**src/rtl/core/fcb_ram.sv**
```systemverilog
module fcb_ram #(
    parameter int WIDTH = 8,
    parameter int DEPTH = 320
) (
    input  logic                     clk,
    input  logic                     wr_en,
    input  logic [$clog2(DEPTH)-1:0] wr_addr,
    input  logic [WIDTH-1:0]         wr_data,
    input  logic                     rd_en,
    input  logic [$clog2(DEPTH)-1:0] rd_addr,
    output logic [WIDTH-1:0]         rd_data
);

    logic [WIDTH-1:0] mem [DEPTH];

    // one write port, one registered read port
    always_ff @(posedge clk)
    begin
        if (wr_en)
        begin
            mem[wr_addr] <= wr_data;
        end
        if (rd_en)
        begin
            rd_data <= mem[rd_addr];
        end
    end

endmodule

```
**config.mk**
```make
export PLATFORM = sky130hd
export DESIGN_NAME = fcb_ram
export DESIGN_NICKNAME = d
export VERILOG_FILES = /design/src/rtl/core/fcb_ram.sv
export SDC_FILE = /design/constraint.sdc
export NUM_CORES = 2
export LEC_CHECK = 0
export BUFFER_PORTS_ARGS = -buffer_cell sky130_fd_sc_hd__buf_2
export CAP_MARGIN = 20
export CELL_PAD_IN_SITES_DETAIL_PLACEMENT = 0
export CELL_PAD_IN_SITES_GLOBAL_PLACEMENT = 1
export CORE_AREA = 5 5 555 338
export DETAILED_ROUTE_END_ITERATION = 6
export DIE_AREA = 0 0 560 343
export GPL_ROUTABILITY_DRIVEN = 0
export PLACE_DENSITY_LB_ADDON = 0.1
export REMOVE_ABC_BUFFERS = 1
export SYNTH_ARGS = -nofsm -noshare
export SYNTH_HDL_FRONTEND = slang
export SYNTH_SLANG_ARGS = --single-unit
```
**constraint.sdc**
```tcl
create_clock -name clk -period 3.5 [get_ports clk]
set_input_delay 0.7 -clock clk [delete_from_list [all_inputs] [get_ports clk]]
set_output_delay 0.7 -clock clk [all_outputs]
set_load 0.005 [all_outputs]
```
==> impl_summary.log <==
[metrics] Fin. Hold Viols: 0
[metrics] drt wl/cell: roughly 33 um
[metrics] Req. time, crit path: 4110 ps
[metrics] shortest clock period the worst path allows after layout: approximately 3300 ps
[metrics] clock root buffer master: sky130_fd_sc_hd__clkbuf_16
[metrics] endpoint of the lowest-slack register-to-register path: rd_data[4]
[metrics] Final ANT Viol Nets: 0
[metrics] PwrDens: roughly 540 nW/um^2
[metrics] clock transition at the registers of the reported paths: 70 ps
[metrics] met2 global-route usage: a little under two fifths
[metrics] total routing resource utilization after global routing: a little over a quarter
[metrics] Inserted Clock Buffers: 230
[metrics] final cell utilization of the core: between 60% and 70%
[metrics] status: finished with violations
[metrics] number of failing setup endpoints in the final timing report: 0
[metrics] Register-to-Register Path Depth: 8
[metrics] maximum number of pins on one net before global-route repair: ~110
[metrics] post-synth top area cell: sky130_fd_sc_hd__edfxtp_1
[metrics] min setup slack post-route: 202 ps
[metrics] buffers inserted during post-CTS setup optimization: 0
[metrics] antenna violations before repair: 16
[metrics] met1 Use GR: between 40 and 50%
[metrics] fraction of post-synthesis cell area in the top cell type by area: ~78%
[metrics] starting utilization of the core area: 54.5%
[metrics] Max Cap Viol: 0
[metrics] PostCTS Resize Cnt: 0
[metrics] number of ports placed on the die boundary: 37
[metrics] Vias/cell: approximately 6.3
[metrics] failing checks: design-rule violations
[metrics] number of search-and-repair iterations in the first detailed-routing pass: 7
[metrics] core outline area: ~180000 um^2
[metrics] die span in y: 343 um
[metrics] worst relative slew slack: 22.9%
[metrics] FF+latch count, synth: between 2000 and 3000
[metrics] Post-Synthesis Cell Area: approximately 99000 um^2
[metrics] maximum clock skew at final layout: roughly 27 ps
[metrics] worst-path fanout max: 26
[metrics] Warnings, synthesis: 0
[metrics] synthesis-to-layout area growth: 16.2%
[metrics] sink count of the clock tree: ~2600
[metrics] RSZ-0062 raised after global routing: no
[metrics] Worst VDD drop: around 0.46 mV
[metrics] critical setup path kind: in -> reg
[metrics] origin of the worst setup path: rd_addr[0]
[metrics] global-route met3 utilization: 9.58%
[metrics] Reg-to-Reg Start: mem[229][4]
[metrics] minimum setup slack after placement: -698 ps
[metrics] Congestion Overflow GR: 0
[metrics] initial detailed-routing violation count: between 6000 and 7000
[metrics] startpoint type of the worst setup path: input pin
[metrics] final layout net count: approximately 5400
[metrics] area of the die: ~190000 um^2
[metrics] GRT busiest layer: met1
[metrics] DRC: 17
[metrics] slew of the pin with the lowest slew margin: roughly 1200 ps
[metrics] flop2flop setup slack: ~340 ps
[metrics] clock tree from TritonCTS: yes
[metrics] via count of the first global-routing pass: 49500
[metrics] global-route wire length before repair: between 300000 and 400000 um
[metrics] I/O Buffers: 36
[metrics] type of the most critical hold path: in -> reg
[metrics] hold buffers post-CTS: 0
[metrics] share of the cycle needed by the critical path after routing: a little over nine tenths
[metrics] Clock Latency Late Sink: 860 ps
[metrics] top cells by area in the synthesized netlist: sky130_fd_sc_hd__edfxtp_1, sky130_fd_sc_hd__mux4_2, sky130_fd_sc_hd__mux2i_1, sky130_fd_sc_hd__nor2_1, sky130_fd_sc_hd__a221oi_1
[metrics] buffers from clock root to sink, at most: 4
[metrics] instance count of the mapped netlist: between 4000 and 5000
[metrics] # rows: approximately 120
[metrics] endpoint type of the worst setup path: register
[metrics] Worst Path Arrival: approximately 3900 ps
[metrics] number of levels the H-tree was split into: 4
[metrics] Vias: about 50000
[metrics] Worst setup endpoint: rd_data[4]
[metrics] Total Wirelength: 260000 um
[metrics] horizontal extent of the die: roughly 560 um
[metrics] fmax: ~300 MHz
[metrics] Max Transition Viols Final: 0
[metrics] sequential-to-total area share from yosys stat: approximately 78%
[metrics] Yosys cell types: 43
[metrics] Detailed Place HPWL: between 150000 and 200000 um
[metrics] proportion of layout cells with a drive suffix above 1: a little under a third
[metrics] leakage power: between 30 and 40 nW
[metrics] syn_area_per_cell: 21.6 um^2
==> routing by layer <==
| metal | share of wire [%] | vias up | routed length (um) |
|---|---|---|---|
| li1 | - | 20800 | - |
| met4 | 2.2 | 0 | 5750 |
| met3 | 13 | 331 | 33300 |
| met2 | 42 | 2635 | 109000 |
| met5 | 0 | - | 0 |
| met1 | 43 | 26500 | 112000 |
==> worst min-delay path by stage <==
stage	start	to	depth (start not counted)
3_5_place_dp	wr_data[5]	mem[3][5]	1
4_1_cts	wr_data[5]	mem[36][5]	1
2_1_floorplan	wr_data[0]	mem[0][0]	0
6_report	rd_en	rd_data[7]	1
3_3_place_gp	wr_data[5]	mem[3][5]	1
5_1_grt	wr_data[5]	mem[2][5]	1
==> cell usage after synthesis, drive strengths merged <==
library cell / n
buf: 131
nand4: 12
inv: 2
o21a: 1
a2111oi: 1
a311oi: 3
a221oi: 82
nor4: 2
o21ai: 99
nand3: 39
o22ai: 28
a21oi: 26
nor2: 334
o311ai: 7
and3b: 1
or3b: 1
a22o: 7
clkbuf: 158
o32ai: 1
or2: 1
a22oi: 45
and2: 4
nor3b: 4
mux4: 590
a211oi: 14
nor2b: 21
a31oi: 10
edfxtp: 2568
a2bb2oi: 2
nand3b: 3
a32oi: 1
nor3: 9
o211ai: 30
mux2: 2
a41oi: 14
nand2: 65
mux2i: 279
and3: 3
nand2b: 6
==> where the power goes <==
| group | total (mW) | internal (mW) | switching, mW |
|---|---|---|---|
| clock network | 25.5 | 14.4 | 11.0 |
| registers | 33.9 | 33.9 | 0.0217 |
| logic | 3.45 | 1.35 | 2.09 |
==> registers in the layout, indices dropped and copies added, names as in the netlist <==
signal and count:
mem 2560, rd_data 8
==> cell families after synthesis <==
kind of cell	synth area share (%)
simple gates	2.13
flops	77.5
buf+inv	1.56
mux	16.2
compound gates	2.59
==> through the flow <==
stage	power (mW)	setup TNS [ps]	area (um^2)	hold WS (ps)	cells
2_1_floorplan	35.7	-5080	97900	799	4317
3_3_place_gp	37.9	-4280	108000	1120	7525
3_5_place_dp	38.0	-4070	108000	1130	7525
4_1_cts	63.1	0	116000	203	7943
5_1_grt	64.7	0	116000	227	7952
6_report	62.8	0	116000	272	7953
==> area by class of cell <==
| class | count | area [um^2] |
|---|---|---|
| Clock buffer | 266 | 5930 |
| Multi-Input combinational cell | 1747 | 20900 |
| Antenna cell | 9 | 22.5 |
| Sequential cell | 2568 | 77100 |
| Timing Repair Buffer | 791 | 7040 |
| Clock inverter | 152 | 1550 |
| Fill cell | 12300 | 66900 |
| Inverter | 2 | 15.0 |
| Tap cell | 2418 | 3030 |
==> worst max-delay path, stage by stage <==
cell and delay (ps):
sky130_fd_sc_hd__buf_8 230, sky130_fd_sc_hd__buf_12 280, sky130_fd_sc_hd__mux4_2 520, sky130_fd_sc_hd__o21ai_0 570, sky130_fd_sc_hd__nand4_1 430, sky130_fd_sc_hd__buf_4 280, sky130_fd_sc_hd__a221oi_1 250, sky130_fd_sc_hd__buf_4 180
sky130_fd_sc_hd__o211ai_1 100, sky130_fd_sc_hd__a22o_1 250
==> cells in the final DEF, fill, tap and decap left out, drive strengths merged, types with 2 or more instances in the layout <==
master,n
nand4,12
and2,4
a211oi,14
o21ai,99
nor3b,4
buf,790
o22ai,28
nor3,9
nand3,39
mux4,590
and3,3
nand2,65
clkinv,108
a22oi,45
a31oi,10
nand2b,6
nor4,2
a221oi,82
clkinvlp,10
o211ai,30
o311ai,7
a22o,7
bufinv,32
nor2b,21
a21oi,26
diode,9
inv,4
clkbuf,267
nor2,334
mux2i,279
a41oi,14
nand3b,3
edfxtp,2568
mux2,2
a2bb2oi,2
a311oi,3
(Power assumes the default switching activity.)
