**config.mk**
```make
export PLATFORM = sky130hd
export DESIGN_NAME = fcb_cfg
export DESIGN_NICKNAME = d
export VERILOG_FILES = /design/src/rtl/core/fcb_pkg.sv /design/src/rtl/core/fcb_cfg.sv
export SDC_FILE = /design/constraint.sdc
export NUM_CORES = 1
export LEC_CHECK = 0
export BUFFER_PORTS_ARGS = -buffer_cell sky130_fd_sc_hd__buf_2
export CORE_UTILIZATION = 44
export DETAILED_ROUTE_END_ITERATION = 10
export PLACE_DENSITY_LB_ADDON = 0.08
export SYNTH_ARGS = -nofsm -noshare
export SYNTH_HDL_FRONTEND = slang
export SYNTH_SLANG_ARGS = --single-unit
```
**constraint.sdc**
```tcl
create_clock -name clk -period 0.95 [get_ports clk]
set_clock_uncertainty 0.2 [all_clocks]
set_input_delay 0 -clock clk [delete_from_list [all_inputs] [get_ports clk]]
set_output_delay 0 -clock clk [all_outputs]
set_load 0.01 [all_outputs]
```
**src/rtl/core/fcb_pkg.sv**
```systemverilog
package fcb_pkg;

    // frame geometry
    localparam int FRAME_WIDTH  = 320;
    localparam int FRAME_HEIGHT = 240;

    // field widths
    localparam int PIX_W  = 8;
    localparam int COL_W  = 9;
    localparam int ROW_W  = 8;
    localparam int CFG_W  = 9;
    localparam int IDX_W  = 3;
    localparam int SUM_W  = PIX_W + 3;

    // configuration register indexes
    localparam logic [IDX_W-1:0] REG_X_LOW  = 3'd0;
    localparam logic [IDX_W-1:0] REG_X_HIGH = 3'd1;
    localparam logic [IDX_W-1:0] REG_Y_LOW  = 3'd2;
    localparam logic [IDX_W-1:0] REG_Y_HIGH = 3'd3;
    localparam logic [IDX_W-1:0] REG_DECAY  = 3'd4;

    // reset values of the configuration registers
    localparam logic [COL_W-1:0] X_LOW_RST  = COL_W'(1);
    localparam logic [COL_W-1:0] X_HIGH_RST = COL_W'(FRAME_WIDTH - 1);
    localparam logic [ROW_W-1:0] Y_LOW_RST  = ROW_W'(1);
    localparam logic [ROW_W-1:0] Y_HIGH_RST = ROW_W'(FRAME_HEIGHT - 1);
    localparam logic [PIX_W-1:0] DECAY_RST  = PIX_W'(4);

    typedef struct packed {
        logic [COL_W-1:0] x_low;
        logic [COL_W-1:0] x_high;
        logic [ROW_W-1:0] y_low;
        logic [ROW_W-1:0] y_high;
        logic [PIX_W-1:0] decay;
    } cfg_t;

    // 3x3 neighborhood around the pixel being finished
    typedef struct packed {
        logic [PIX_W-1:0] up_left;
        logic [PIX_W-1:0] up;
        logic [PIX_W-1:0] up_right;
        logic [PIX_W-1:0] left;
        logic [PIX_W-1:0] center;
        logic [PIX_W-1:0] right;
        logic [PIX_W-1:0] down_left;
        logic [PIX_W-1:0] down;
        logic [PIX_W-1:0] down_right;
    } win_t;

    // first or last column, first or last row
    function automatic logic on_border(input logic [COL_W-1:0] x, input logic [ROW_W-1:0] y);
        on_border = (x == '0) || (x >= COL_W'(FRAME_WIDTH - 1)) ||
                    (y == '0) || (y >= ROW_W'(FRAME_HEIGHT - 1));
    endfunction

endpackage

```
**src/rtl/core/fcb_cfg.sv**
```systemverilog
module fcb_cfg (
    input  logic                        clk,
    input  logic                        rst_n,
    input  logic                        cfg_write,
    input  logic [fcb_pkg::IDX_W-1:0]   cfg_index,
    input  logic [fcb_pkg::CFG_W-1:0]   cfg_data,
    output fcb_pkg::cfg_t               cfg
);

    import fcb_pkg::*;

    cfg_t cfg_reg;

    // register writes, unknown indexes dropped
    always_ff @(posedge clk or negedge rst_n)
    begin
        if (!rst_n)
        begin
            cfg_reg.x_low  <= X_LOW_RST;
            cfg_reg.x_high <= X_HIGH_RST;
            cfg_reg.y_low  <= Y_LOW_RST;
            cfg_reg.y_high <= Y_HIGH_RST;
            cfg_reg.decay  <= DECAY_RST;
        end
        else if (cfg_write)
        begin
            case (cfg_index)
                REG_X_LOW:  cfg_reg.x_low  <= cfg_data[COL_W-1:0];
                REG_X_HIGH: cfg_reg.x_high <= cfg_data[COL_W-1:0];
                REG_Y_LOW:  cfg_reg.y_low  <= cfg_data[ROW_W-1:0];
                REG_Y_HIGH: cfg_reg.y_high <= cfg_data[ROW_W-1:0];
                REG_DECAY:  cfg_reg.decay  <= cfg_data[PIX_W-1:0];
                default:    ;
            endcase
        end
    end

    assign cfg = cfg_reg;

endmodule

```
==> run summary <==
### Clock tree
* number of H-tree branching levels: 2
* CTS tree: built
* number of CTS-inserted buffers: 5
* clock transition at the register clock pins on the worst setup and hold paths after CTS: 80 ps
* total of hold buffers inserted after clock tree synthesis: 7
* clock latency reported for the late side of the worst-skew pair: 290 ps
* Sink Count: 42
* CTS root buf: sky130_fd_sc_hd__clkbuf_8
* Bufs on Longest Clock Path: 2

### Logic synthesis
* most common flop cell mapped by yosys: sky130_fd_sc_hd__dfrtp_1
* number of warnings reported in the yosys synthesis log: 0
* most frequently used cell type in the post-synthesis netlist: sky130_fd_sc_hd__mux2_2
* total standard cell area after synthesis: 0.00162 sq mm
* main area contributors after synthesis: sky130_fd_sc_hd__dfrtp_1 (39%), sky130_fd_sc_hd__mux2_2 (29%), sky130_fd_sc_hd__dfstp_2 (28%)
* net count after synthesis: 107
* asr flop ratio synth: 100%
* most numerous cell types in the synthesized netlist: sky130_fd_sc_hd__mux2_2 (42), sky130_fd_sc_hd__dfrtp_1 (25), sky130_fd_sc_hd__dfstp_2 (17), sky130_fd_sc_hd__buf_2 (3), sky130_fd_sc_hd__nor4bb_1 (3)
* gate count after technology mapping: 92
* post-synth top area share: 38.6%
* number of enable-type register cells in the synthesized netlist: 0
* sequential cell area fraction in the yosys report: 66.1%
* count of different cell masters after synthesis: 7
* number of register bits inferred by synthesis: 42
* most area-hungry cell type in the Yosys netlist: sky130_fd_sc_hd__dfrtp_1
* mean instance size in the synthesized netlist: 17.6 sq um

### STA
* smallest setup slack after layout: -206 ps
* count of final max-slew check failures: 0
* RSZ-0062 raised after global routing: yes
* clock period minus final worst setup slack: 1160 ps
* number of setup violations in the final report: 74
* Slew HR: 81.6%
* transition time of the tightest slew-check pin: 275 ps
* part of the cycle the worst path needs: 122%
* Final Hold Fails: 19
* Highest Clock Rate: 865 MHz
* worst-case hold slack: -193 ps

### Placed design
* instance area at placement: 0.00219 sq mm
* Cell Count Post-Placement: 204
* input/output buffers: 56
* last weighted congestion value of the routability-driven placer: 0.695
* final HPWL from detailed placement: 2450 um

### Status
* violated checks: hold timing, setup timing
* run status: finished, violations left

### Layout
* number of flip-flops in the largest register: 42
* number of cells in the finished layout apart from fillers: 229
* post-route cell area: 0.00270 sq mm
* Layout area overhead: 66.6%
* Final Core Density: 78.6%
* share of post-route cells with drive strength above 1: 82.0%
* Inserted Diodes: 0
* post-layout net count: 197

### Floorplanning
* Core Box Area: 0.00344 sq mm
* Placement Rows: 21
* count of boundary I/O pins: 57
* initial core utilization: 47.1%
* vertical extent of the die: 62.7 um
* die footprint: 0.00394 sq mm
* die extent in x: 62.7 um

### Worst setup path
* Worst Path Buf+Inv: 1
* highest fanout seen on the critical path: 2
* launching element type of the critical path: register
* CP endpoint: cfg[27]
* Worst Path Arrival: 960 ps
* capturing element type of the critical path: primary output
* register-to-register setup slack: -180 ps
* path depth of the worst reg2reg path: 3
* reg2reg start: cfg[28]$_DFFE_PN1P_
* critical path start-end classification: reg2out
* critical path data required time: 750 ps
* FF-to-FF End: cfg[28]$_DFFE_PN1P_
* cell-by-cell listing of the critical path: buf_6
* Top delay family on crit path: flip-flops
* master of the slowest instance on the critical path: sky130_fd_sc_hd__dfstp_2
* instance count on the critical path: 1
* delay of the slowest cell on the worst path: 560 ps
* CP startpoint: cfg[27]$_DFFE_PN1P_

### Power
* Peak supply drop: 1.41 mV
* Static Leak: 1.30 nW
* overall power: 5.84 mW
* PwrDens: 2160 mW/mm^2

### Global route
* combined global-route utilization of all metal layers: 21.2%
* initial antenna violation count: 0
* grt total ovfl: 0
* largest net degree at the start of global routing: 43
* global-route wire length before repair: 6200 um
* via count of the first global-routing pass: 1230

### Route
* Total Wirelength: 3760 um
* average via count per standard cell: 4.87
* number of routed nets with antenna violations: 0
* iteration-0 DRC count of the detailed router: 22
* total number of vias: 1116
* detailed-route wire length per cell: 16.4 um
* number of detailed-route iterations in the first pass: 3
* post-detailed-route DRC marker count: 0

### Flow run
* max capacitance violation total: 0

### Hold path
* class of the worst hold path: in2reg

==> cell usage in the layout (no fill, tap or decap) <==
cell and instances:
sky130_fd_sc_hd__buf_2 31, sky130_fd_sc_hd__buf_12 2, sky130_fd_sc_hd__mux2_4 35, sky130_fd_sc_hd__nor4bb_4 3
sky130_fd_sc_hd__inv_6 1, sky130_fd_sc_hd__buf_6 37, sky130_fd_sc_hd__nand4b_1 1, sky130_fd_sc_hd__dfstp_2 17
sky130_fd_sc_hd__nor4b_4 1, sky130_fd_sc_hd__clkbuf_8 5, sky130_fd_sc_hd__buf_4 9, sky130_fd_sc_hd__dlygate4sd3_1 7
sky130_fd_sc_hd__bufinv_16 1, sky130_fd_sc_hd__dfrtp_1 25, sky130_fd_sc_hd__mux2_2 7, sky130_fd_sc_hd__clkinv_2 1
==> power breakdown <==
group | switching [mW] | internal, mW
Sequential | 0.271 | 2.30
Clock | 0.623 | 0.787
Combinational | 0.624 | 1.23
==> what timing repair did <==
| item | in CTS | in global routing |
|---|---|---|
| hold endpoints to repair | 84 | 19 |
| pin swaps | 3 | 3 |
| gates resized for setup | 42 | 12 |
| buffers inserted | 8 | 3 |
| setup endpoints to repair | 75 | 79 |
==> kinds of logic after synthesis <==
logic type	share of synthesized area [%]
multiplexers	29.1
flip-flops	66.1
AND/OR/NAND/NOR	3.86
buffers and inverters	0.925
==> final cells by class <==
type	count	area, sq um
timing repair buffer	86	749
fill	215	738
clock buffer	5	68.8
sequential	42	1070
tap	46	57.6
multi-input combinational	47	712
clock inverter	3	43.8
==> worst min path at each step <==
stage,startpoint,to,cells after the start
after floorplan,rst_n,cfg[0]$_DFFE_PN0P_,0
after global placement,rst_n,cfg[4]$_DFFE_PN0P_,2
after detailed placement,rst_n,cfg[4]$_DFFE_PN0P_,2
after CTS,cfg_data[4],cfg[4]$_DFFE_PN0P_,2
after global routing,cfg_data[4],cfg[12]$_DFFE_PN0P_,2
final,cfg_data[4],cfg[4]$_DFFE_PN0P_,2
==> metal layers <==
metal  share of wire, %  global-route usage (%)  up-vias
met5                  0                       0        -
met4                1.6                    7.85        0
met3                4.5                    5.66        6
met2                 49                    34.1       37
met1                 45                    27.4      565
li1                   -                       -      508
==> through the flow <==
step	setup WS (ps)	hold slack, ps	TNS [ps]
final	-206	-193	-6610
after global routing	-230	-183	-8570
after CTS	-207	-204	-6630
after detailed placement	-441	-209	-13930
after global placement	-397	-215	-13110
after floorplan	-238	-496	-5630
Power figures use the tool's default switching activity.
