File: src/rtl/core/fcb_pkg.sv
package fcb_pkg;

    // frame geometry
    localparam int FRAME_WIDTH  = 320;
    localparam int FRAME_HEIGHT = 240;

    // field widths
    localparam int PIX_W  = 8;
    localparam int COL_W  = 9;
    localparam int ROW_W  = 8;
    localparam int CFG_W  = 9;
    localparam int IDX_W  = 3;
    localparam int SUM_W  = PIX_W + 3;

    // configuration register indexes
    localparam logic [IDX_W-1:0] REG_X_LOW  = 3'd0;
    localparam logic [IDX_W-1:0] REG_X_HIGH = 3'd1;
    localparam logic [IDX_W-1:0] REG_Y_LOW  = 3'd2;
    localparam logic [IDX_W-1:0] REG_Y_HIGH = 3'd3;
    localparam logic [IDX_W-1:0] REG_DECAY  = 3'd4;

    // reset values of the configuration registers
    localparam logic [COL_W-1:0] X_LOW_RST  = COL_W'(1);
    localparam logic [COL_W-1:0] X_HIGH_RST = COL_W'(FRAME_WIDTH - 1);
    localparam logic [ROW_W-1:0] Y_LOW_RST  = ROW_W'(1);
    localparam logic [ROW_W-1:0] Y_HIGH_RST = ROW_W'(FRAME_HEIGHT - 1);
    localparam logic [PIX_W-1:0] DECAY_RST  = PIX_W'(4);

    typedef struct packed {
        logic [COL_W-1:0] x_low;
        logic [COL_W-1:0] x_high;
        logic [ROW_W-1:0] y_low;
        logic [ROW_W-1:0] y_high;
        logic [PIX_W-1:0] decay;
    } cfg_t;

    // 3x3 neighborhood around the pixel being finished
    typedef struct packed {
        logic [PIX_W-1:0] up_left;
        logic [PIX_W-1:0] up;
        logic [PIX_W-1:0] up_right;
        logic [PIX_W-1:0] left;
        logic [PIX_W-1:0] center;
        logic [PIX_W-1:0] right;
        logic [PIX_W-1:0] down_left;
        logic [PIX_W-1:0] down;
        logic [PIX_W-1:0] down_right;
    } win_t;

    // first or last column, first or last row
    function automatic logic on_border(input logic [COL_W-1:0] x, input logic [ROW_W-1:0] y);
        on_border = (x == '0) || (x >= COL_W'(FRAME_WIDTH - 1)) ||
                    (y == '0) || (y >= ROW_W'(FRAME_HEIGHT - 1));
    endfunction

endpackage

File: src/rtl/core/fcb_kernel.sv
module fcb_kernel (
    input  fcb_pkg::win_t               win,
    input  logic [fcb_pkg::COL_W-1:0]   px,
    input  logic [fcb_pkg::ROW_W-1:0]   py,
    input  fcb_pkg::cfg_t               cfg,
    output logic [fcb_pkg::PIX_W-1:0]   heat,
    output logic                        burn
);

    import fcb_pkg::*;

    logic [SUM_W-1:0] sum;
    logic [PIX_W-1:0] avg;
    logic             in_region;
    logic             border;
    logic             filt;
    logic             hot;

    // eight-neighbor sum, center excluded
    assign sum = SUM_W'(win.up_left) + SUM_W'(win.up) + SUM_W'(win.up_right)
               + SUM_W'(win.left) + SUM_W'(win.right)
               + SUM_W'(win.down_left) + SUM_W'(win.down) + SUM_W'(win.down_right);
    assign avg = sum[SUM_W-1:3];

    // region test and cooling clamp
    assign border    = on_border(px, py);
    assign in_region = (px >= cfg.x_low) && (px < cfg.x_high) &&
                       (py >= cfg.y_low) && (py < cfg.y_high);
    assign filt      = !border && in_region;
    assign hot       = avg > cfg.decay;
    assign burn      = filt && hot;

    always_comb
    begin
        if (border)
        begin
            heat = '0;
        end
        else if (filt)
        begin
            heat = hot ? (avg - cfg.decay) : '0;
        end
        else
        begin
            heat = win.center;
        end
    end

endmodule

File: config.mk
export PLATFORM = sky130hd
export DESIGN_NAME = fcb_kernel
export DESIGN_NICKNAME = d
export VERILOG_FILES = /design/src/rtl/core/fcb_pkg.sv /design/src/rtl/core/fcb_kernel.sv
export SDC_FILE = /design/constraint.sdc
export NUM_CORES = 1
export LEC_CHECK = 0
export BUFFER_PORTS_ARGS = -buffer_cell sky130_fd_sc_hd__buf_4
export CAP_MARGIN = 10
export CORE_MARGIN = 2
export CORE_UTILIZATION = 35
export DETAILED_ROUTE_END_ITERATION = 12
export PLACE_DENSITY_LB_ADDON = 0.1
export SYNTH_ARGS = -nofsm -noshare
export SYNTH_HDL_FRONTEND = slang
export SYNTH_SLANG_ARGS = --single-unit
File: constraint.sdc
create_clock -name vclk -period 10.9
set_input_delay 2.18 -clock vclk [all_inputs]
set_output_delay 2.18 -clock vclk [all_outputs]
set_load 0.02 [all_outputs]
==> results_dict.tcl, run 1 <==
set metrics [dict create \
    run_status "complete, no violations" \
    critical_path.slowest_cell "sky130_fd_sc_hd__fa_1" \
    route.detailed.drc 0 \
    die_h_um 96.6 \
    crit_share_post_route 0.901 \
    endpoint_kind "output port" \
    dieWidth_um 96.6 \
    synth_simple_gate_area_share 0.125 \
    via_count 2812 \
    crit_path_max_fanout 9 \
    floorplan.die_area_mm2 0.00934 \
    num_rows 33 \
    beginning_of_the_worst_hold_path "win[32]" \
    synthAdderAreaFrac 0.521 \
    yosys-mux-area-fraction 0.0267 \
    hold_path.class "in -> out" \
    critical_path_arrival_ns 7.64 \
    power_density_mw_per_mm2 246 \
    mappedNetlistNets 605 \
    fin_crit_ns 9.82 \
    nClkBuffers 0 \
    crit_required_ns 8.72 \
    globalRouteOverflowTotal 0 \
    startpoint_type "input port" \
    layout-area-overhead-vs-synth_pct 39.0 \
    critical_path_class "in -> out" \
    multi_input_logic_area_mm2 0.00247 \
    synthTopCellsByArea "sky130_fd_sc_hd__fa_1 (31%), sky130_fd_sc_hd__ha_1 (21%), sky130_fd_sc_hd__inv_1 (17%), sky130_fd_sc_hd__mux2i_1 (2.7%), sky130_fd_sc_hd__o21ai_0 (2.5%)" \
    final_area_mm2 0.00418 \
    yosysMostFrequentCell "sky130_fd_sc_hd__inv_1" \
    setup_repair_after_global_routing_missed_its_margin "false" \
    whs_endpoint "heat[0]" \
    placement.io_buffers 140 \
    timing.critical_path.slowest_cell_delay_ns 0.54 \
    filler_cell_count 838 \
    synth_largest_type_area_fraction 0.313 \
    syn_area_mm2 0.00300 \
    hold_buffers 0 \
    max_clock_freq_mhz 102 \
    n_antenna_cell 0 \
    dominant_combinational_cell_family_by_area_after_synthesis "adder cells" \
    post_synth_most_frequent_cells "sky130_fd_sc_hd__inv_1 (139), sky130_fd_sc_hd__ha_1 (50), sky130_fd_sc_hd__fa_1 (47)" \
    dp_hpwl_mm 6.34 \
    largest_net_degree_at_the_start_of_global_routing 10 \
    start_util 0.364 \
    sequential_cell_area_um2 0 \
    drv.max_cap_violation_count 0 \
    antenna_violating_nets_post_route 0 \
    globalRouteTotalUtil 0.146 \
    setup-tns-final_ns 0 \
    initial_antenna_violation_count 0 \
    worst_slew_pin_slew_ns 0.445 \
    p_leak_nw 2.49 \
    grt_pass1_wl_mm 12.0 \
    synth_top_area_cell "sky130_fd_sc_hd__fa_1" \
    detail_route.vias_per_cell 4.53 \
    hold_viol_final 0 \
    postCtsSetupRepairBufs 0 \
    synth-xor-area-share 0.0204 \
    drtIter0Drc 48 \
    cts.repair.resized 0 \
    post_route_cells_drive_above_1_share 0.289 \
    max_slew_margin 0.703 \
    ir_worst_vdd_v 0.000193 \
    post_synth_num_cell_types 44 \
    seq_area_frac_synth 0 \
    drt_wl_total_mm 6.59 \
    synthesis_warnings 0 \
    detailed_place.area_mm2 0.00418 \
    worstHoldPathCells 4 \
    setup_viol_count_final 0 \
    via_count_of_the_first_global_routing_pass 2946 \
    synthesis.instances 377 \
    synth_compound_gate_area_share 0.129 \
    wl_per_cell_um 10.6 \
    design.seq.count 0 \
    first_pass_detailed_route_iteration_total 4 \
    core_region_area_mm2 0.00826 \
    syn_avg_cell_area_um2 7.97 \
    crit_chain "buf_4 -> inv_1 -> fa_1 -> inv_1 -> fa_1 -> fa_1 -> inv_1 -> fa_1 -> inv_1 -> ha_1 -> and3_1 -> a221o_1 -> a211oi_1 -> o21bai_1 -> a21oi_1 -> xnor2_1 -> ha_1 -> o21ai_0 -> nand2_1 -> a21o_1 -> nand4_2 -> or3_1 -> mux2i_1 -> buf_4" \
    maxSlewViolCount 0 \
    place.gp.congestion 0.790 \
    ioPinCount 140 \
    final_nets 746 \
]
==> final cells by class <==
cell class / instances / area share
well taps: 105 / 0.0315
inverters: 139 / 0.125
repair buffers: 140 / 0.252
multi-input cells: 237 / 0.592
==> metrics by stage <==
stage	hold slack [ns]	std cells	setup slack [ns]	power (mW)	utilization
final	4.73	621	1.08	1.03	0.506
after global routing	4.75	621	0.708	1.19	0.506
after CTS	4.73	621	1.03	1.04	0.506
after detailed placement	4.73	621	1.04	1.04	0.506
after global placement	4.73	621	1.13	1.04	0.506
after floorplan	4.55	377	1.39	0.818	-
==> cell usage in the layout (no fill, tap or decap), types with 2 or more instances in the layout <==
master	synthesis	final
sky130_fd_sc_hd__o21a_1	3	3
sky130_fd_sc_hd__o21ai_0	15	15
sky130_fd_sc_hd__mux2i_1	8	8
sky130_fd_sc_hd__nand2_1	17	17
sky130_fd_sc_hd__buf_4	0	140
sky130_fd_sc_hd__o22ai_1	2	2
sky130_fd_sc_hd__o21bai_1	2	2
sky130_fd_sc_hd__nand2b_1	3	3
sky130_fd_sc_hd__nor3_1	9	9
sky130_fd_sc_hd__a21boi_0	3	3
sky130_fd_sc_hd__inv_1	139	139
sky130_fd_sc_hd__a21oi_1	12	12
sky130_fd_sc_hd__xnor2_1	4	4
sky130_fd_sc_hd__a21o_1	5	5
sky130_fd_sc_hd__or2_2	2	2
sky130_fd_sc_hd__or4_1	3	3
sky130_fd_sc_hd__a221o_1	2	2
sky130_fd_sc_hd__nor2b_1	4	4
sky130_fd_sc_hd__xor2_1	3	3
sky130_fd_sc_hd__ha_1	50	50
sky130_fd_sc_hd__nor2_1	11	11
sky130_fd_sc_hd__nor3b_1	2	2
sky130_fd_sc_hd__fa_1	47	47
sky130_fd_sc_hd__nand4_1	4	4
sky130_fd_sc_hd__a211o_1	2	2
sky130_fd_sc_hd__a211oi_1	3	3
sky130_fd_sc_hd__nand3_1	4	4
==> how the worst max path moves through the flow <==
stage	from	endpoint	slack, ns	cells after the start
finish	win[4]	heat[2]	1.08	24
global route	win[4]	heat[2]	0.71	24
CTS	win[4]	heat[2]	1.03	24
detailed placement	win[4]	heat[2]	1.04	24
global placement	win[4]	heat[2]	1.13	24
floorplan	win[4]	heat[3]	1.39	22
==> critical path, delay by kind of cell <==
kind            cells  cell delay [ns]
compound gates      6             1.18
xor+xnor            1             0.08
fa+ha+maj           6             2.71
buf+inv             6             0.43
mux                 1             0.15
simple gates        4             0.89
==> kinds of logic (layout without fill, tap and decap cells) <==
family          after synthesis  in the layout
simple gates                 69             69
xor+xnor                      7              7
buf+inv                     140            279
compound gates               56             56
mux                           8              8
fa+ha+maj                    97             97
==> metal layers <==
layer | global-route usage | up-vias | wire, µm
met3 | 0.0137 | 2 | 300
met1 | 0.198 | 1292 | 2980
met2 | 0.265 | 62 | 3280
li1 | - | 1456 | -
met5 | 0 | - | 0
met4 | 0.00433 | 0 | 22
==> power breakdown <==
group          internal (mW)  switching (mW)  leakage, nW  total, mW
logic                  0.485           0.544         2.49       1.03
registers                  0               0            0          0
clock network              0               0            0          0
Power figures use the tool's default switching activity.
==> run 2: changes to the inputs <==
CELL_PAD_IN_SITES_DETAIL_PLACEMENT = 0   (was not set)
CELL_PAD_IN_SITES_GLOBAL_PLACEMENT = 1   (was not set)
TNS_END_PERCENT = 30   (was not set)
==> run 2 against run 1 <==
Compared with the run above:
- critical endpoint unchanged
- die area is the same
- maximum frequency shrank 0.48%
- via count grew 1.4%
- critical path type unchanged
- largest power group unchanged
- hold slack lost 0.00075 ns
- global-route usage shrank 0.12 points
- sequential share of layout area is the same
- critical path depth is the same
==> results_dict.tcl, run 2 (synthesized netlist as in run 1, its figures left out) <==
set metrics [dict create \
    run_status "complete, no violations" \
    floorplan.die_area_mm2 0.00934 \
    dp_hpwl_mm 6.38 \
    layout-area-overhead-vs-synth_pct 39.0 \
    critical_path.slowest_cell "sky130_fd_sc_hd__fa_1" \
    final_common_cell "sky130_fd_sc_hd__buf_4" \
    setup_viol_count_final 0 \
    route.detailed.drc 0 \
    crit_path_max_fanout 9 \
    final_cell_mix "sky130_fd_sc_hd__buf_4 (140), sky130_fd_sc_hd__inv_1 (139), sky130_fd_sc_hd__ha_1 (50), sky130_fd_sc_hd__fa_1 (47), sky130_fd_sc_hd__nand2_1 (17)" \
    crit_required_ns 8.72 \
    timing.critical_path.slowest_cell_delay_ns 0.54 \
    p_leak_nw 2.49 \
    postCtsSetupRepairBufs 0 \
    drtIter0Drc 41 \
    critical_path_arrival_ns 7.69 \
    post_route_cells_drive_above_1_share 0.289 \
    dp.cells 621 \
    power_frac_seq 0 \
    p_comb_frac 1.000 \
    sequential_cell_area_um2 0 \
    drt_wl_total_mm 6.67 \
    via_count_of_the_first_global_routing_pass 2975 \
    worst_slew_pin_slew_ns 0.478 \
    fin_crit_ns 9.87 \
    globalRouteOverflowTotal 0 \
    antenna_violating_nets_post_route 0 \
    via_count 2852 \
    drv.max_cap_violation_count 0 \
    final_nets 746 \
    ioPinCount 140 \
    hold_path.class "in -> out" \
    dieWidth_um 96.6 \
    hold_buffers 0 \
    crit_share_post_route 0.905 \
    endpoint_kind "output port" \
    ir_worst_vdd_v 0.000182 \
    place.gp.congestion 0.765 \
    globalRouteTotalUtil 0.144 \
    fin_cells 621 \
    detail_route.vias_per_cell 4.59 \
    setup-tns-final_ns 0 \
    start_util 0.364 \
    worstHoldPathCells 4 \
    max_clock_freq_mhz 101 \
    crit_chain "buf_4 -> inv_1 -> fa_1 -> inv_1 -> fa_1 -> fa_1 -> inv_1 -> fa_1 -> inv_1 -> ha_1 -> and3_1 -> a221o_1 -> a211oi_1 -> o21bai_1 -> a21oi_1 -> xnor2_1 -> ha_1 -> o21ai_0 -> nand2_1 -> a21o_1 -> nand4_2 -> or3_1 -> mux2i_1 -> buf_4" \
    nClkBuffers 0 \
    clock_power_share 0 \
    hold_viol_final 0 \
    n_antenna_cell 0 \
    wl_per_cell_um 10.7 \
    final_core_utilization 0.506 \
    core_region_area_mm2 0.00826 \
    power_density_mw_per_mm2 248 \
    die_h_um 96.6 \
    maxSlewViolCount 0 \
    critical_path_class "in -> out" \
    grt_pass1_wl_mm 12.0 \
    first_pass_detailed_route_iteration_total 4 \
    num_rows 33 \
    cts.repair.resized 0 \
    total_power_mw 1.04 \
    cell_internal_pwr_mw 0.486 \
    net-switching-power_mw 0.550 \
    max_slew_margin 0.680 \
    initial_antenna_violation_count 0 \
    largest_net_degree_at_the_start_of_global_routing 10 \
    design.seq.count 0 \
    placement.io_buffers 140 \
    setup_repair_after_global_routing_missed_its_margin "false" \
    startpoint_type "input port" \
    switching_share 0.531 \
]
==> run 2: cell counts in the layout (fill, tap and decap cells not counted) <==
No cell type changed its count.
==> run 2: path summary, 6_finish.rpt <==
kind                     from      end  slack [ns]
worst max-delay path   win[4]  heat[2]        1.03
worst min-delay path  win[33]  heat[1]        4.73
==> run 2: critical path: cells and delay by family <==
family | cells | cell delay [ns]
compound gates | 6 | 1.21
buf+inv | 6 | 0.42
mux | 1 | 0.16
fa+ha+maj | 6 | 2.72
simple gates | 4 | 0.88
xor+xnor | 1 | 0.08
==> run 2: routing by layer <==
layer	share of wire	vias to the layer above	track usage	wire, µm
met5	0	-	0	0
met4	0	0	0.00217	0
met3	0.043	0	0.0123	290
met2	0.51	65	0.271	3380
met1	0.45	1335	0.191	3000
li1	-	1452	-	-
==> run 2: stage by stage <==
step                      hold WS [ns]  area (µm²)  worst slack, ns
after floorplan                   4.55        3000             1.39
after global placement            4.72        4180             1.12
after detailed placement          4.73        4180             1.05
after CTS                         4.73        4180             1.03
after global routing              4.74        4180            0.672
final                             4.73        4180             1.03
==> run 2: power by group through the flow <==
stage | combinational [mW] | sequential [mW] | clock (mW)
floorplan | 0.818 | 0 | 0
global placement | 1.04 | 0 | 0
detailed placement | 1.05 | 0 | 0
CTS | 1.05 | 0 | 0
global route | 1.21 | 0 | 0
finish | 1.04 | 0 | 0
==> run 2: cell type report <==
class                           count  area (µm²)
Inverter                          139         522
Multi-Input combinational cell    237        2470
Timing Repair Buffer              140        1050
Fill cell                         883        4080
Tap cell                          105         131
==> run 3: changes to the inputs <==
BUFFER_PORTS_ARGS = -buffer_cell sky130_fd_sc_hd__buf_2   (was -buffer_cell sky130_fd_sc_hd__buf_4)
==> run 3 against run 2 <==
Compared with the run above:
- final area shrank 8.4%
- setup slack improved by 0.0057 ns
- largest cell class unchanged
- flip-flop and latch count unchanged
- count of clock-buffer cells in the layout unchanged
- first-iteration DRC count up 49%
==> results_dict.tcl, run 3 (synthesized netlist as in run 1, its figures left out) <==
set metrics [dict create \
    final_area_mm2 0.00382 \
    setup_repair_after_global_routing_missed_its_margin "false" \
    route.detailed.drc 0 \
    antenna_violating_nets_post_route 0 \
    ioPinCount 140 \
    critical_path_arrival_ns 7.68 \
    globalRouteTotalUtil 0.147 \
    fin_crit_ns 9.86 \
    detailed_place.area_mm2 0.00382 \
    grt_pass1_wl_mm 12.2 \
    max_clock_freq_mhz 101 \
    final_common_cell "sky130_fd_sc_hd__buf_2" \
    initial_antenna_violation_count 0 \
    met1_length_mm 2.97 \
    core_region_area_mm2 0.00826 \
    die_h_um 96.6 \
    floorplan.die_area_mm2 0.00934 \
    drv.max_cap_violation_count 0 \
    multi_input_logic_area_mm2 0.00247 \
    start_util 0.364 \
    design.seq.count 0 \
    highest-signal-layer "met3" \
    endpoint_kind "output port" \
    num_rows 33 \
    ir_worst_vdd_v 0.000151 \
    via_count 2791 \
    maxSlewViolCount 0 \
    setup_viol_count_final 0 \
    run_status "complete, no violations" \
    drtIter0Drc 61 \
    dieWidth_um 96.6 \
    fin_cells 621 \
    wl_per_cell_um 10.4 \
    final_cell_mix "sky130_fd_sc_hd__buf_2 (140), sky130_fd_sc_hd__inv_1 (139), sky130_fd_sc_hd__ha_1 (50), sky130_fd_sc_hd__fa_1 (47), sky130_fd_sc_hd__nand2_1 (17)" \
    max_slew_margin 0.673 \
    beginning_of_the_worst_hold_path "win[36]" \
    wl_met3_um 318 \
    p_leak_nw 2.37 \
    postCtsSetupRepairBufs 0 \
    placement.io_buffers 140 \
    whs_endpoint "heat[4]" \
    crit_path_max_fanout 9 \
    post_route_cells_drive_above_1_share 0.289 \
    crit_share_post_route 0.905 \
    nClkBuffers 0 \
    hold_buffers 0 \
    dp.cells 621 \
    hold_path.class "in -> out" \
    first_pass_detailed_route_iteration_total 4 \
    largest_net_degree_at_the_start_of_global_routing 10 \
    layout-area-overhead-vs-synth_pct 27.3 \
    sequential_cell_area_um2 0 \
    critical_path_class "in -> out" \
    n_antenna_cell 0 \
    final_nets 746 \
    setup-tns-final_ns 0 \
    place.gp.congestion 0.760 \
    worstHoldPathCells 4 \
    dp_hpwl_mm 6.18 \
    detail_route.vias_per_cell 4.49 \
    total_power_mw 1.02 \
    power_density_mw_per_mm2 268 \
    globalRouteOverflowTotal 0 \
    filler_cell_count 896 \
    startpoint_type "input port" \
    drt_wl_total_mm 6.46 \
    length_of_routed_met2_wiring_mm 3.17 \
    crit_required_ns 8.72 \
    worst_slew_pin_slew_ns 0.489 \
    cts.repair.resized 0 \
    hold_viol_final 0 \
    via_count_of_the_first_global_routing_pass 2982 \
]
==> run 3: how the worst max path moves through the flow <==
stage,start,endpoint
finish,win[4],heat[3]
global route,win[4],heat[3]
CTS,win[4],heat[3]
detailed placement,win[4],heat[3]
global placement,win[4],heat[3]
floorplan,win[4],heat[3]
==> run 3: critical path: stages <==
cell                       delay [ns]
sky130_fd_sc_hd__buf_2           0.07
sky130_fd_sc_hd__inv_1           0.04
sky130_fd_sc_hd__fa_1            0.53
sky130_fd_sc_hd__inv_1           0.05
sky130_fd_sc_hd__fa_1            0.50
sky130_fd_sc_hd__fa_1            0.54
sky130_fd_sc_hd__inv_1           0.05
sky130_fd_sc_hd__fa_1            0.52
sky130_fd_sc_hd__inv_1           0.04
sky130_fd_sc_hd__ha_1            0.33
sky130_fd_sc_hd__and3_1          0.18
sky130_fd_sc_hd__a221o_1         0.36
sky130_fd_sc_hd__a211oi_1        0.28
sky130_fd_sc_hd__o21bai_1        0.11
sky130_fd_sc_hd__a21oi_1         0.18
sky130_fd_sc_hd__xnor2_1         0.09
sky130_fd_sc_hd__ha_1            0.30
sky130_fd_sc_hd__o21ai_0         0.14
sky130_fd_sc_hd__nand2_1         0.10
sky130_fd_sc_hd__a21o_1          0.13
sky130_fd_sc_hd__nand4_2         0.21
sky130_fd_sc_hd__or3b_1          0.43
sky130_fd_sc_hd__mux2i_1         0.14
sky130_fd_sc_hd__buf_2           0.18
==> run 3: layout make-up <==
class	count	share of cell area
Timing Repair Buffer	140	0.183
Tap cell	105	0.0343
Multi-Input combinational cell	237	0.646
Inverter	139	0.136
==> run 3: power by group <==
group	switching (mW)	internal, mW	total (mW)
registers	0	0	0
clock network	0	0	0
logic	0.553	0.471	1.02
total	0.553	0.471	1.02
==> run 3: metal layers <==
| layer | up-vias | track usage |
|---|---|---|
| met5 | - | 0 |
| met4 | 0 | 0 |
| met3 | 0 | 0.0137 |
| met2 | 67 | 0.272 |
| met1 | 1271 | 0.199 |
| li1 | 1453 | - |
==> run 3: metrics by stage <==
step           utilization  hold slack (ns)  setup slack [ns]
5_1_grt              0.463             4.75             0.630
3_3_place_gp         0.463             4.71              1.11
6_report             0.463             4.71              1.04
2_1_floorplan            -             4.55              1.39
3_5_place_dp         0.463             4.71              1.03
4_1_cts              0.463             4.71              1.01
